<file path="src/rtl/scs_pkg.sv">
// ----------------------------------------------------------------------------
// scs_pkg
// Shared types and constants of the contrast stretch block: pixel and
// result words, sequencer states and the control words of the divide and
// square root unit.
// ----------------------------------------------------------------------------
`default_nettype none

package scs_pkg;

    // pixel and result formats
    localparam int PIX_W   = 16;
    localparam int OUT_W   = 8;
    localparam int OUT_MAX = 255;

    // fixed point formats of the frame statistics
    localparam int FRAC_W     = 16;          // fraction bits of mean and deviation
    localparam int MSQ_FRAC_W = 2 * FRAC_W;  // fraction bits of mean square
    localparam int MEAN_W     = PIX_W + FRAC_W;
    localparam int MSQ_W      = 2 * MEAN_W;
    localparam int ROOT_W     = MEAN_W;
    localparam int DENOM_W    = MEAN_W + 2;
    localparam int GAIN_W     = 40;

    // shared multiplier operand width
    localparam int MUL_W = 32;

    // default configuration
    localparam int MAX_PIXELS_DEF     = 16777216;
    localparam int GAIN_FRAC_BITS_DEF = 24;
    localparam int DVD_W_DEF          = 89;
    localparam int DVS_W_DEF          = 34;

    // one input word
    typedef struct packed {
        logic             func;
        logic [PIX_W-1:0] pixel_value;
        logic             last_pixel;
    } t_in_word;

    // one result word
    typedef struct packed {
        logic [OUT_W-1:0] scaled_pixel;
        logic             flat_frame;
    } t_out_word;

    // operations of the divide and square root unit
    typedef enum logic [0:0] {
        UOP_DIV,
        UOP_SQRT
    } t_unit_op;

    typedef struct packed {
        logic     start;
        t_unit_op op;
    } t_unit_req;

    typedef struct packed {
        logic busy;
        logic done;
    } t_unit_rsp;

    // sequencer states
    typedef enum logic [4:0] {
        ST_IDLE,
        ST_SQ_MUL,
        ST_ACC,
        ST_FIN,
        ST_MEAN_GO,
        ST_MEAN_WAIT,
        ST_MSQ_GO,
        ST_MSQ_WAIT,
        ST_MSQ_MUL,
        ST_VAR,
        ST_SQRT_GO,
        ST_SQRT_WAIT,
        ST_DENOM,
        ST_GAIN_GO,
        ST_GAIN_WAIT,
        ST_MUL_LO,
        ST_MUL_HI,
        ST_OUT
    } t_state;

endpackage

`default_nettype wire

</file>
<file path="src/rtl/scs_div_sqrt.sv">
// ----------------------------------------------------------------------------
// scs_div_sqrt
// Bit-serial restoring divider and square root sharing one subtractor.
// Division retires one quotient bit per cycle for its DVD_W quotient bits,
// the root one result bit per cycle for its ROOT_W result bits.
// ----------------------------------------------------------------------------
`default_nettype none

module scs_div_sqrt #(
    parameter int DVD_W  = scs_pkg::DVD_W_DEF,
    parameter int DVS_W  = scs_pkg::DVS_W_DEF,
    parameter int ROOT_W = scs_pkg::ROOT_W
) (
    input  wire logic               i_clk,
    input  wire logic               i_rst_n,
    input  wire scs_pkg::t_unit_req i_req,
    input  wire logic [DVD_W-1:0]   i_dividend,
    input  wire logic [DVS_W-1:0]   i_divisor,
    output scs_pkg::t_unit_rsp      o_rsp,
    output logic      [DVD_W-1:0]   o_quotient,
    output logic      [ROOT_W-1:0]  o_root
);

    localparam int REM_W = ((DVS_W > ROOT_W + 2) ? DVS_W : ROOT_W + 2) + 1;
    localparam int RAD_W = 2 * ROOT_W;
    localparam int CNT_W = $clog2(DVD_W + 1);

    logic                r_busy;
    logic                r_done;
    logic [CNT_W-1:0]    r_cnt;
    scs_pkg::t_unit_op   r_op;
    logic [REM_W-1:0]    r_rem;
    logic [DVD_W-1:0]    r_dvd;
    logic [DVS_W-1:0]    r_dvs;
    logic [ROOT_W-1:0]   r_root;

    logic [REM_W-1:0]    w_a;
    logic [REM_W-1:0]    w_b;
    logic [REM_W:0]      w_diff;
    logic                w_ge;

    // trial operands: next dividend bit or next radicand bit pair
    always_comb begin
        case (r_op)
            scs_pkg::UOP_SQRT: begin
                w_a = {r_rem[REM_W-3:0], r_dvd[DVD_W-1 -: 2]};
                w_b = REM_W'({r_root, 2'b01});
            end
            default: begin
                w_a = {r_rem[REM_W-2:0], r_dvd[DVD_W-1]};
                w_b = REM_W'(r_dvs);
            end
        endcase
    end

    // shared trial subtraction
    assign w_diff = {1'b0, w_a} - {1'b0, w_b};
    assign w_ge   = ~w_diff[REM_W];

    // step counter and handshake
    always_ff @(posedge i_clk) begin
        if (!i_rst_n) begin
            r_busy <= 1'b0;
            r_done <= 1'b0;
            r_cnt  <= '0;
        end else begin
            r_done <= 1'b0;
            if (i_req.start) begin
                r_busy <= 1'b1;
                if (i_req.op == scs_pkg::UOP_SQRT) begin
                    r_cnt <= CNT_W'(ROOT_W);
                end else begin
                    r_cnt <= CNT_W'(DVD_W);
                end
            end else if (r_busy) begin
                r_cnt <= r_cnt - CNT_W'(1);
                if (r_cnt == CNT_W'(1)) begin
                    r_busy <= 1'b0;
                    r_done <= 1'b1;
                end
            end
        end
    end

    // operand load and one bit per step
    always_ff @(posedge i_clk) begin
        if (i_req.start) begin
            r_op   <= i_req.op;
            r_dvs  <= i_divisor;
            r_rem  <= '0;
            r_root <= '0;
            if (i_req.op == scs_pkg::UOP_SQRT) begin
                r_dvd <= i_dividend << (DVD_W - RAD_W);
            end else begin
                r_dvd <= i_dividend;
            end
        end else if (r_busy) begin
            r_rem <= w_ge ? w_diff[REM_W-1:0] : w_a;
            case (r_op)
                scs_pkg::UOP_SQRT: begin
                    r_dvd  <= {r_dvd[DVD_W-3:0], 2'b00};
                    r_root <= {r_root[ROOT_W-2:0], w_ge};
                end
                default: begin
                    r_dvd <= {r_dvd[DVD_W-2:0], w_ge};
                end
            endcase
        end
    end

    assign o_rsp.busy = r_busy;
    assign o_rsp.done = r_done;
    assign o_quotient = r_dvd;
    assign o_root     = r_root;

endmodule

`default_nettype wire

</file>
<file path="src/rtl/stddev_contrast_stretch.sv">
// ----------------------------------------------------------------------------
// stddev_contrast_stretch
// Two pass linear stretch of one 16-bit channel to 8 bits, gain taken from
// the frame maximum, mean and population deviation.
// ----------------------------------------------------------------------------
// A statistics word is accepted, squared on the shared multiplier and
// accumulated; a scale word is accepted, multiplied as two 32-bit partial
// products of the 40-bit gain, rounded and registered once the output
// register is free or draining. A new word enters only when the last is
// through. The word flagged last_pixel adds the frame end work (mean, mean
// square, root, gain) on the bit-serial divide and root unit, DVD_W = 89 and
// ROOT_W = 32 by default; no word is accepted meanwhile. Results leave
// through an output register, so the next word is taken while a result waits.
`default_nettype none

module stddev_contrast_stretch #(
    parameter int MAX_PIXELS     = scs_pkg::MAX_PIXELS_DEF,
    parameter int GAIN_FRAC_BITS = scs_pkg::GAIN_FRAC_BITS_DEF
) (
    input  wire logic              i_clk,
    input  wire logic              i_rst_n,
    input  wire logic              i_in_valid,
    input  wire scs_pkg::t_in_word i_in_data,
    output logic                   o_in_stall,
    output logic                   o_out_valid,
    output scs_pkg::t_out_word     o_out_data,
    input  wire logic              i_out_stall
);

    localparam int PIX_W   = scs_pkg::PIX_W;
    localparam int FRAC_W  = scs_pkg::FRAC_W;
    localparam int MUL_W   = scs_pkg::MUL_W;
    localparam int MUL_P_W = 2 * MUL_W;
    localparam int GAIN_W  = scs_pkg::GAIN_W;
    localparam int DENOM_W = scs_pkg::DENOM_W;
    localparam int OUT_W   = scs_pkg::OUT_W;

    localparam int CNT_W  = $clog2(MAX_PIXELS + 1);
    localparam int SUM_W  = PIX_W + CNT_W;
    localparam int SQ_W   = 2 * PIX_W + CNT_W;
    localparam int NUM_W  = ((GAIN_FRAC_BITS + FRAC_W + 8 > DENOM_W) ?
                             GAIN_FRAC_BITS + FRAC_W + 8 : DENOM_W) + 1;
    localparam int DVD_A  = SQ_W + scs_pkg::MSQ_FRAC_W;
    localparam int DVD_B  = (NUM_W > 2 * scs_pkg::ROOT_W) ? NUM_W : 2 * scs_pkg::ROOT_W;
    localparam int DVD_W  = (DVD_A > DVD_B) ? DVD_A : DVD_B;
    localparam int DVS_W  = (CNT_W > DENOM_W) ? CNT_W : DENOM_W;
    localparam int PROD_W = PIX_W + GAIN_W;

    localparam logic [NUM_W-1:0]  GAIN_NUM   =
        NUM_W'(scs_pkg::OUT_MAX) << (GAIN_FRAC_BITS + FRAC_W);
    localparam logic [PROD_W:0]   ROUND_HALF = (PROD_W + 1)'(1) << (GAIN_FRAC_BITS - 1);

    // sequencer
    scs_pkg::t_state             r_state;
    scs_pkg::t_state             n_state;

    // frame statistics and latched gain
    logic [CNT_W-1:0]            r_count;
    logic [SUM_W-1:0]            r_sum;
    logic [SQ_W-1:0]             r_sq;
    logic [PIX_W-1:0]            r_min;
    logic [PIX_W-1:0]            r_max;
    logic [PIX_W-1:0]            r_offset;
    logic [GAIN_W-1:0]           r_gain;
    logic                        r_flat;

    // working registers
    logic [PIX_W-1:0]            r_pix;
    logic                        r_last;
    logic [scs_pkg::MEAN_W-1:0]  r_mean;
    logic [scs_pkg::MSQ_W-1:0]   r_var;
    logic [DENOM_W-1:0]          r_denom;
    logic [MUL_P_W-1:0]          r_mul;
    logic [PROD_W-1:0]           r_plo;
    logic                        r_out_valid;
    scs_pkg::t_out_word          r_out_data;

    // control
    logic                        w_in_stall;
    logic                        w_in_acc;
    logic                        w_mul_en;
    logic                        w_clear;
    logic                        w_out_load;
    scs_pkg::t_unit_req          w_unit_req;
    scs_pkg::t_unit_rsp          w_unit_rsp;

    // datapath
    logic [DVD_W-1:0]            w_unit_dvd;
    logic [DVS_W-1:0]            w_unit_dvs;
    logic [DVD_W-1:0]            w_unit_q;
    logic [scs_pkg::ROOT_W-1:0]  w_unit_root;
    logic [MUL_W-1:0]            w_mul_a;
    logic [MUL_W-1:0]            w_mul_b;
    logic [MUL_P_W-1:0]          w_mul_p;
    logic [PIX_W-1:0]            w_diff;
    logic [PROD_W-1:0]           w_prod;
    logic [PROD_W:0]             w_round;
    logic                        w_out_sat;
    logic                        w_gain_sat;

    // divide and square root unit
    scs_div_sqrt #(
        .DVD_W  (DVD_W),
        .DVS_W  (DVS_W),
        .ROOT_W (scs_pkg::ROOT_W)
    ) u_div_sqrt (
        .i_clk      (i_clk),
        .i_rst_n    (i_rst_n),
        .i_req      (w_unit_req),
        .i_dividend (w_unit_dvd),
        .i_divisor  (w_unit_dvs),
        .o_rsp      (w_unit_rsp),
        .o_quotient (w_unit_q),
        .o_root     (w_unit_root)
    );

    assign w_in_acc = i_in_valid & ~w_in_stall;

    // next state
    always_comb begin
        n_state = r_state;
        case (r_state)
            scs_pkg::ST_IDLE: begin
                if (w_in_acc) begin
                    n_state = i_in_data.func ? scs_pkg::ST_MUL_LO : scs_pkg::ST_SQ_MUL;
                end
            end
            scs_pkg::ST_SQ_MUL:    n_state = scs_pkg::ST_ACC;
            scs_pkg::ST_ACC:       n_state = r_last ? scs_pkg::ST_FIN : scs_pkg::ST_IDLE;
            scs_pkg::ST_FIN: begin
                n_state = (r_count == '0) ? scs_pkg::ST_IDLE : scs_pkg::ST_MEAN_GO;
            end
            scs_pkg::ST_MEAN_GO:   n_state = scs_pkg::ST_MEAN_WAIT;
            scs_pkg::ST_MEAN_WAIT: begin
                if (w_unit_rsp.done) begin
                    n_state = scs_pkg::ST_MSQ_GO;
                end
            end
            scs_pkg::ST_MSQ_GO:    n_state = scs_pkg::ST_MSQ_WAIT;
            scs_pkg::ST_MSQ_WAIT: begin
                if (w_unit_rsp.done) begin
                    n_state = scs_pkg::ST_MSQ_MUL;
                end
            end
            scs_pkg::ST_MSQ_MUL:   n_state = scs_pkg::ST_VAR;
            scs_pkg::ST_VAR:       n_state = scs_pkg::ST_SQRT_GO;
            scs_pkg::ST_SQRT_GO:   n_state = scs_pkg::ST_SQRT_WAIT;
            scs_pkg::ST_SQRT_WAIT: begin
                if (w_unit_rsp.done) begin
                    n_state = scs_pkg::ST_DENOM;
                end
            end
            scs_pkg::ST_DENOM: begin
                n_state = (r_denom == '0) ? scs_pkg::ST_IDLE : scs_pkg::ST_GAIN_GO;
            end
            scs_pkg::ST_GAIN_GO:   n_state = scs_pkg::ST_GAIN_WAIT;
            scs_pkg::ST_GAIN_WAIT: begin
                if (w_unit_rsp.done) begin
                    n_state = scs_pkg::ST_IDLE;
                end
            end
            scs_pkg::ST_MUL_LO:    n_state = scs_pkg::ST_MUL_HI;
            scs_pkg::ST_MUL_HI:    n_state = scs_pkg::ST_OUT;
            scs_pkg::ST_OUT: begin
                if (w_out_load) begin
                    n_state = scs_pkg::ST_IDLE;
                end
            end
            default:               n_state = scs_pkg::ST_IDLE;
        endcase
    end

    // sequencer outputs
    always_comb begin
        w_in_stall       = 1'b1;
        w_mul_en         = 1'b0;
        w_clear          = 1'b0;
        w_out_load       = 1'b0;
        w_unit_req.start = 1'b0;
        w_unit_req.op    = scs_pkg::UOP_DIV;
        case (r_state)
            scs_pkg::ST_IDLE:      w_in_stall = 1'b0;
            scs_pkg::ST_SQ_MUL,
            scs_pkg::ST_MSQ_MUL,
            scs_pkg::ST_MUL_LO,
            scs_pkg::ST_MUL_HI:    w_mul_en = 1'b1;
            scs_pkg::ST_FIN:       w_clear = (r_count == '0);
            scs_pkg::ST_MEAN_GO,
            scs_pkg::ST_MSQ_GO,
            scs_pkg::ST_GAIN_GO:   w_unit_req.start = 1'b1;
            scs_pkg::ST_SQRT_GO: begin
                w_unit_req.start = 1'b1;
                w_unit_req.op    = scs_pkg::UOP_SQRT;
            end
            scs_pkg::ST_DENOM:     w_clear = (r_denom == '0);
            scs_pkg::ST_GAIN_WAIT: w_clear = w_unit_rsp.done;
            scs_pkg::ST_OUT:       w_out_load = ~r_out_valid | ~i_out_stall;
            default: ;
        endcase
    end

    // divide and root operands
    always_comb begin
        w_unit_dvd = '0;
        w_unit_dvs = DVS_W'(r_count);
        case (r_state)
            scs_pkg::ST_MEAN_GO: begin
                w_unit_dvd = DVD_W'({r_sum, {FRAC_W{1'b0}}});
            end
            scs_pkg::ST_MSQ_GO: begin
                w_unit_dvd = DVD_W'({r_sq, {scs_pkg::MSQ_FRAC_W{1'b0}}});
            end
            scs_pkg::ST_SQRT_GO: begin
                w_unit_dvd = DVD_W'(r_var);
            end
            scs_pkg::ST_GAIN_GO: begin
                w_unit_dvd = DVD_W'(GAIN_NUM + NUM_W'(r_denom >> 1));
                w_unit_dvs = DVS_W'(r_denom);
            end
            default: ;
        endcase
    end

    // pixel above the latched offset
    assign w_diff = (r_pix > r_offset) ? (r_pix - r_offset) : '0;

    // shared multiplier operands
    always_comb begin
        w_mul_a = '0;
        w_mul_b = '0;
        case (r_state)
            scs_pkg::ST_SQ_MUL: begin
                w_mul_a = MUL_W'(r_pix);
                w_mul_b = MUL_W'(r_pix);
            end
            scs_pkg::ST_MSQ_MUL: begin
                w_mul_a = MUL_W'(r_mean);
                w_mul_b = MUL_W'(r_mean);
            end
            scs_pkg::ST_MUL_LO: begin
                w_mul_a = MUL_W'(w_diff);
                w_mul_b = r_gain[MUL_W-1:0];
            end
            scs_pkg::ST_MUL_HI: begin
                w_mul_a = MUL_W'(w_diff);
                w_mul_b = MUL_W'(r_gain[GAIN_W-1:MUL_W]);
            end
            default: ;
        endcase
    end

    assign w_mul_p = MUL_P_W'(w_mul_a) * MUL_P_W'(w_mul_b);

    // scaled pixel: combine partial products, round half up, saturate
    assign w_prod    = {r_mul[PROD_W-MUL_W-1:0], {MUL_W{1'b0}}} + r_plo;
    assign w_round   = {1'b0, w_prod} + ROUND_HALF;
    assign w_out_sat = |w_round[PROD_W:GAIN_FRAC_BITS+OUT_W];

    // gain saturation
    assign w_gain_sat = |w_unit_q[DVD_W-1:GAIN_W];

    // control and statistics registers
    always_ff @(posedge i_clk) begin
        if (!i_rst_n) begin
            r_state     <= scs_pkg::ST_IDLE;
            r_count     <= '0;
            r_sum       <= '0;
            r_sq        <= '0;
            r_min       <= '1;
            r_max       <= '0;
            r_offset    <= '0;
            r_gain      <= '0;
            r_flat      <= 1'b0;
            r_out_valid <= 1'b0;
        end else begin
            r_state <= n_state;

            // accumulate one statistics word
            if (r_state == scs_pkg::ST_ACC && r_count < CNT_W'(MAX_PIXELS)) begin
                r_count <= r_count + CNT_W'(1);
                r_sum   <= r_sum + SUM_W'(r_pix);
                r_sq    <= r_sq + SQ_W'(r_mul[2*PIX_W-1:0]);
                if (r_pix < r_min) begin
                    r_min <= r_pix;
                end
                if (r_pix > r_max) begin
                    r_max <= r_pix;
                end
            end

            // frame end: offset, gain and flat flag
            if (r_state == scs_pkg::ST_FIN) begin
                r_offset <= r_min;
                if (r_count == '0) begin
                    r_gain <= '0;
                    r_flat <= 1'b1;
                end
            end
            if (r_state == scs_pkg::ST_DENOM && r_denom == '0) begin
                r_gain <= '0;
                r_flat <= 1'b1;
            end
            if (r_state == scs_pkg::ST_GAIN_WAIT && w_unit_rsp.done) begin
                r_gain <= w_gain_sat ? '1 : w_unit_q[GAIN_W-1:0];
                r_flat <= 1'b0;
            end

            // restart the accumulators for the next frame
            if (w_clear) begin
                r_count <= '0;
                r_sum   <= '0;
                r_sq    <= '0;
                r_min   <= '1;
                r_max   <= '0;
            end

            // output register
            if (w_out_load) begin
                r_out_valid <= 1'b1;
            end else if (~i_out_stall) begin
                r_out_valid <= 1'b0;
            end
        end
    end

    // working registers
    always_ff @(posedge i_clk) begin
        if (w_in_acc) begin
            r_pix  <= i_in_data.pixel_value;
            r_last <= i_in_data.last_pixel;
        end
        if (w_mul_en) begin
            r_mul <= w_mul_p;
        end
        if (r_state == scs_pkg::ST_MUL_HI) begin
            r_plo <= r_mul[PROD_W-1:0];
        end
        if (r_state == scs_pkg::ST_MEAN_WAIT && w_unit_rsp.done) begin
            r_mean <= w_unit_q[scs_pkg::MEAN_W-1:0];
        end
        if (r_state == scs_pkg::ST_MSQ_WAIT && w_unit_rsp.done) begin
            r_var <= w_unit_q[scs_pkg::MSQ_W-1:0];
        end
        if (r_state == scs_pkg::ST_VAR) begin
            r_var <= (r_var >= r_mul) ? (r_var - r_mul) : '0;
        end
        if (r_state == scs_pkg::ST_SQRT_WAIT && w_unit_rsp.done) begin
            r_denom <= DENOM_W'({r_max, {FRAC_W{1'b0}}}) - DENOM_W'(r_mean)
                       + DENOM_W'(w_unit_root);
        end
        if (w_out_load) begin
            r_out_data.scaled_pixel <= w_out_sat ? '1 :
                                       w_round[GAIN_FRAC_BITS+OUT_W-1:GAIN_FRAC_BITS];
            r_out_data.flat_frame   <= r_flat;
        end
    end

    assign o_in_stall  = w_in_stall;
    assign o_out_valid = r_out_valid;
    assign o_out_data  = r_out_data;

    // pixel count stays within the frame limit
    a_count_limit: assert property (@(posedge i_clk) disable iff (!i_rst_n)
        r_count <= CNT_W'(MAX_PIXELS))
        else $error("pixel count above frame limit");

    // a flat frame always carries zero gain
    a_flat_gain: assert property (@(posedge i_clk) disable iff (!i_rst_n)
        r_flat |-> (r_gain == '0))
        else $error("flat frame with nonzero gain");

    // the unit is started only when free
    a_unit_free: assert property (@(posedge i_clk) disable iff (!i_rst_n)
        w_unit_req.start |-> !w_unit_rsp.busy)
        else $error("unit started while busy");

    // unit completion lands in a wait state
    a_unit_done: assert property (@(posedge i_clk) disable iff (!i_rst_n)
        w_unit_rsp.done |-> (r_state == scs_pkg::ST_MEAN_WAIT ||
                             r_state == scs_pkg::ST_MSQ_WAIT ||
                             r_state == scs_pkg::ST_SQRT_WAIT ||
                             r_state == scs_pkg::ST_GAIN_WAIT))
        else $error("unit done outside a wait state");

    // a new result comes only from the output state
    a_out_source: assert property (@(posedge i_clk) disable iff (!i_rst_n)
        $rose(o_out_valid) |-> $past(r_state == scs_pkg::ST_OUT))
        else $error("result word raised outside output state");

endmodule

`default_nettype wire

</file>
<file path="config.mk">
export PLATFORM = sky130hd
export DESIGN_NAME = stddev_contrast_stretch
export DESIGN_NICKNAME = d
export VERILOG_FILES = /design/src/rtl/scs_pkg.sv /design/src/rtl/scs_div_sqrt.sv /design/src/rtl/stddev_contrast_stretch.sv
export SDC_FILE = /design/constraint.sdc
export NUM_CORES = 2
export LEC_CHECK = 0
export BUFFER_PORTS_ARGS = -buffer_cell sky130_fd_sc_hd__buf_2
export CAP_MARGIN = 20
export CORE_ASPECT_RATIO = 1.75
export CORE_MARGIN = 3
export CORE_UTILIZATION = 35
export CTS_BUF_LIST = sky130_fd_sc_hd__clkbuf_4 sky130_fd_sc_hd__clkbuf_8 sky130_fd_sc_hd__clkbuf_16
export DETAILED_ROUTE_END_ITERATION = 8
export HOLD_SLACK_MARGIN = 0.15
export SETUP_SLACK_MARGIN = 0.4
export SYNTH_ARGS = -nofsm -noshare
export SYNTH_HDL_FRONTEND = slang
export SYNTH_SLANG_ARGS = --single-unit
</file>
<file path="constraint.sdc">
create_clock -name i_clk -period 11.2 [get_ports i_clk]
set_clock_uncertainty 0.05 [all_clocks]
set_input_delay 0.56 -clock i_clk [delete_from_list [all_inputs] [get_ports i_clk]]
set_output_delay 0.56 -clock i_clk [all_outputs]
set_load 0.01 [all_outputs]
</file>
-- Word level (Yosys, flattened, before mapping)
Cells that the tools add are included.
W data, S select, Z words.
- bits in registers: 693
- bits in latches: 0
- RAM bits: 0
- memory bits (read-only): 0
- input bits: 22
- output and inout port bits: 11
- logic and storage cells: 156
- memories: 0
- add/sub/neg operators: 12
- multiply operators: 1
- div/mod/pow operators: 0
- $lt $le $gt $ge: 5
- equality and inequality tests: 25
- shift operators: 0
- mux-type cells: 49
- bitwise logic cells: 7
- reduce and logical (&&, ||, !) cells: 29
- operators with widths (operator ; number):
    $mux W89 ; 4
    $pmux W89 S4 ; 1
    $mux W40 ; 5
    $mux W64 ; 3
    $pmux W32 S4 ; 1
    $pmux W32 S3 ; 1
    $pmux W5 S18 ; 1
    $mux W34 ; 2
    $ge A64 B64 Y1 ; 1
    $mul A32 B32 Y64 ; 1
    $sub A64 B64 Y64 ; 1
    $add A56 B24 Y57 const B ; 1
    $add A57 B32 Y57 ; 1
    $add A56 B56 Y56 ; 1
    $add A48 B33 Y49 const A ; 1
    $reduce_or A49 Y1 ; 1
    $add A41 B16 Y41 ; 1
    $eq A5 B4 Y1 const B ; 8
    $sub A35 B34 Y36 ; 1
    $mux W35 ; 1
    $add A33 B33 Y34 ; 1
    $logic_not A34 Y1 ; 1
    $sub A32 B32 Y33 ; 1
    $gt A16 B16 Y1 ; 2
    35 further kinds ; 86

-- Logic depth before layout (Yosys ltp)
- depth in word-level cells: 6
- gate-level depth with buffers: 43
- gate-level depth less buffers: 40

-- By module
A second synthesis with hierarchy kept.
- cell total of the unflattened synthesis: 8578
- area, all modules: 76069.2 um^2
- by module, submodules not included (module ; times used ; cells an instance ; area each (um^2) ; sequential area each (um^2)):
    stddev_contrast_stretch ; 1 ; 7371 ; 64151.5 ; 11961.5
    scs_div_sqrt ; 1 ; 1207 ; 11917.7 ; 5225.0

-- Worst setup path after synthesis
Ideal clock, no wire load.
- kind: register to register
- start: reg r_pix[0]
- end: reg r_mul[60], data pin
- setup time: 270 ps
- arrival: 10018 ps
- data required time: 10880 ps
- setup slack: 862 ps
- cell stages (with the launch flop): 39
- path buffers: 2
- clock period less this slack: 10338 ps
- cell sequence: edfxtp_1 -> inv_1 -> ha_1 -> fa_1 -> nor2b_1 -> o21ai_0 -> a21boi_0 -> o21a_1 -> o21ai_0 -> a21oi_1 -> nor2_1 -> nor3_1 -> clkbuf_1 -> a31o_2 -> clkbuf_1 -> nand2_1 -> fa_1 -> inv_1 -> [3 not listed] -> fa_1 -> fa_1 -> inv_1 -> fa_1 -> fa_1 -> fa_1 -> ha_1 -> and3_1 -> and2_1 -> a221o_1 -> a31oi_1 -> or2_2 -> a2111oi_0 -> o2111ai_1 -> a21oi_1 -> nand2_1 -> a311oi_1 -> xor2_1
- longest elaborated chain between the ends: 4
- elaborated cells on any way between the ends: 6
- those cells by class: 1 x add/sub; 1 x mul; 1 x order compare; 3 x mux
- RTL lines (element ; line ; RTL):
    start: declaration ; stddev_contrast_stretch.sv:68 ; logic [PIX_W-1:0] r_pix;
    start signal: assignment ; stddev_contrast_stretch.sv:329 ; r_pix <= i_in_data.pixel_value;
    $sub A16 B16 Y16 / $gt A16 B16 Y1 (equally long branches) ; stddev_contrast_stretch.sv:225 ; assign w_diff = (r_pix > r_offset) ? (r_pix - r_offset) : '0;
    $mux W16 ; stddev_contrast_stretch.sv:225 ;
    $pmux W32 S3 ; stddev_contrast_stretch.sv:231 ; case (r_state)
    $mul A32 B32 Y64 * ; stddev_contrast_stretch.sv:252 ; assign w_mul_p = MUL_P_W'(w_mul_a) * MUL_P_W'(w_mul_b);
    via w_mul_p[60] ; stddev_contrast_stretch.sv:94 ; logic [MUL_P_W-1:0] w_mul_p;
    end signal: assignment ; stddev_contrast_stretch.sv:333 ; r_mul <= w_mul_p;
    end: declaration ; stddev_contrast_stretch.sv:73 ; logic [MUL_P_W-1:0] r_mul;
The timed path passes the listed nets; every way through them passes the cells marked *.
A chain may end at the register's enable or synchronous reset.

-- Worst setup path in the final report
- start: reg r_pix[0]
- end: reg r_mul[63], data pin
The elaborated chain is that of the path after synthesis.

==> flow_metrics.tcl <==
set metrics [dict create \
    cts_max_path_buffers 3 \
    avgSynthCellArea_sq_um 8.826 \
    grt_pass1_vias 65940 \
    floorplan.rows 222 \
    wl_per_cell_um 26.70 \
    fillCellCount 21020 \
    fin_crit_ns 10.40 \
    io_buffers 32 \
    status "finished, final reports clean" \
    tns_ns 0 \
    die_area_sq_um 217500 \
    worst_pin_slew_ns 1.264 \
    hold_start "r_min[9]" \
    timing.rr.start "r_pix[0]" \
    htreeDepth 3 \
    synth_flop_cell "edfxtp_1" \
    setup_ws_ns 0.7956 \
    holdPathEnd "r_offset[9]" \
    clock-sinks 670 \
    min_path_cells 2 \
    critPathArrivalTime_ns 10.74 \
    mostFrequentLayoutCells "inv_1 (1234), nand2_1 (1170), fa_1 (897), nor2_1 (674), ha_1 (532)" \
    cts_tree "built" \
    placed_area_sq_um 78740 \
    grt_max_degree 121 \
    grt_pass1_wl_um 436300 \
    syn_to_final_growth_pct 10.06 \
    start_util_pct 35.33 \
    synth_cell_types 89 \
    maxCapViolCount 0 \
    nets 9863 \
    rr_endpoint "r_mul[63]" \
    place_congestion 1.022 \
    drc_errors 0 \
    instances_no_fill 11270 \
    peakVddDrop_v 0.0001411 \
    fp.dieH_um 614.7 \
    ys_seq_area_share_pct 23.19 \
    drtIter0Drc 4846 \
    fin_area_sq_um 81550 \
    die_w_um 353.8 \
    finalSetupViolations 0 \
    relSlewSlack_pct 15.76 \
    required_ns 11.54 \
    netlist_area_sq_um 74100 \
    async_flop_share_pct 0 \
    rsz0062_at_grt "true" \
    slowest_delay_ns 0.69 \
    cts-buffers-inserted 66 \
    hold_violations 0 \
    whs_ns 0.4004 \
    first_pass_iters 8 \
    place_ws_ns 0.1090 \
    clkSlewWorstSetupHoldPaths_ns 0.07 \
    syn-num-nets 9853 \
    ff2ff_setup_slack_ns 0.80 \
    drive_gt1_share_pct 7.223 \
    start_kind "flop" \
    dpl.hpwl_um 239500 \
    core_sq_um 209700 \
    final-seq-area_sq_um 17190 \
    layout_commonest_cell "inv_1" \
    p_leak_nw 37.27 \
    post-route-period-util_pct 92.90 \
    crit_fanout 10 \
    hold_path_class "flop to flop" \
    ys_ff_latch 670 \
    power_density_nw_per_um2 213.8 \
    p_total_mw 17.44 \
    synthCells 8395 \
    pin_count 33 \
    track_usage_pct 27.36 \
    critPathKind "flop to flop" \
    slew_violations 0 \
    final_util_pct 38.89 \
    dr_total_vias 63090 \
    antenna_found_initial 15 \
    dp.cells 11110 \
    end_kind "flop" \
    wl_um 300700 \
    final_antenna_net_count 0 \
    grt_overflow 0 \
    cts_root_buf "clkbuf_16" \
    insertion_delay_ns 0.67 \
    fmax_mhz 96.11 \
    crit_top_cell "fa_1" \
    synth_edf_count 377 \
    cpMaxStageDelayCell "fa_1" \
    r2r_cells 37 \
    yosysWarnings 0 \
    multi_input_area_sq_um 51240 \
    routed_via_density 5.600 \
]
-- layout make-up --
type | instances | share of cell area (%)
diodes | 7 | 0.02148
clock buffers | 76 | 2.168
clock inverters | 46 | 0.6628
inverters | 1241 | 5.715
multi-input cells | 6085 | 62.83
flip-flops and latches | 670 | 21.08
well taps | 2800 | 4.296
repair buffers | 341 | 3.236
-- kinds of logic (layout without fill, tap and decap cells) --
family / Yosys count / count (layout) / synth area share [%]
buf+inv: 1640 / 1704 / 8.313
mux: 168 / 168 / 2.325
other cells: 0 / 7 / 0
flops: 670 / 670 / 23.19
xor+xnor: 315 / 315 / 3.744
simple gates: 2533 / 2533 / 15.12
compound gates: 1633 / 1633 / 13.91
fa+ha+maj: 1436 / 1436 / 33.40
-- Yosys cell counts (all sizes together), types with 55 or more instances --
cell / n / area (sq um)
o31ai: 64 / 480.5
and3: 72 / 450.4
xnor2: 182 / 1609
mux2i: 135 / 1351
a31oi: 56 / 350.3
a21o: 205 / 1539
xor2: 133 / 1165
fa: 903 / 18080
nand3: 127 / 645.6
nand2b: 55 / 344.1
dfxtp: 293 / 5866
nand4: 64 / 406.6
a21oi: 521 / 2608
ha: 533 / 6669
nand2: 1170 / 4392
nor2b: 61 / 381.6
nor2: 679 / 2549
clkbuf: 360 / 1351
edfxtp: 377 / 11320
inv: 1237 / 4643
o21ai: 364 / 1822
nor3: 81 / 405.4
-- routing by layer --
layer | share of wire, % | vias to the layer above | track usage (%) | routed length, um
met5 | 0.030 | - | 0 | 89
met4 | 13 | 14 | 27.54 | 38000
met3 | 5.7 | 1150 | 4.153 | 17120
met2 | 50 | 2637 | 48.40 | 150200
met1 | 32 | 31480 | 26.52 | 95370
li1 | - | 27810 | - | -
-- registers in the layout, indices dropped and copies added, names as in the netlist, 25 cells and up --
name / count
r_mean: 32
u_div_sqrt.o_root: 32
r_plo: 33
r_sum: 41
r_denom: 34
u_div_sqrt.r_dvs: 34
u_div_sqrt.r_rem: 34
r_mul: 64
r_sq: 57
r_gain: 40
r_count: 25
u_div_sqrt.o_quotient: 89
r_var: 64
-- where the power goes --
group	internal (mW)	switching, mW
clock network	1.38	1.11
registers	3.49	0.897
logic	3.76	6.79
-- worst max-delay path: cells and delay by family, from the launching register on --
family / cells / cell delay (ns)
fa+ha+maj: 11 / 5.33
simple gates: 5 / 0.66
xor+xnor: 1 / 0.11
buf+inv: 6 / 0.76
flops: 1 / 0.35
compound gates: 14 / 2.86
-- worst max-delay path by stage --
stage	depth (start not counted)	slack, ns	startpoint	end
CTS	36	0.41	r_pix[1]	r_mul[63]
detailed placement	37	0.11	r_pix[1]	r_mul[62]
finish	37	0.80	r_pix[0]	r_mul[63]
global placement	37	0.14	r_pix[1]	r_mul[60]
global route	41	0.34	r_pix[0]	r_mul[41]
floorplan	38	0.86	r_pix[0]	r_mul[60]
-- what timing repair did --
| item | CTS | global route |
|---|---|---|
| hold buffers | 18 | 0 |
| pin swaps | 0 | 7 |
| buffers inserted | 0 | 5 |
| setup endpoints to repair | 10 | 25 |
| gates resized for setup | 6 | 59 |
| endpoints found under the hold margin | 18 | 0 |
Power figures use the tool's default switching activity.
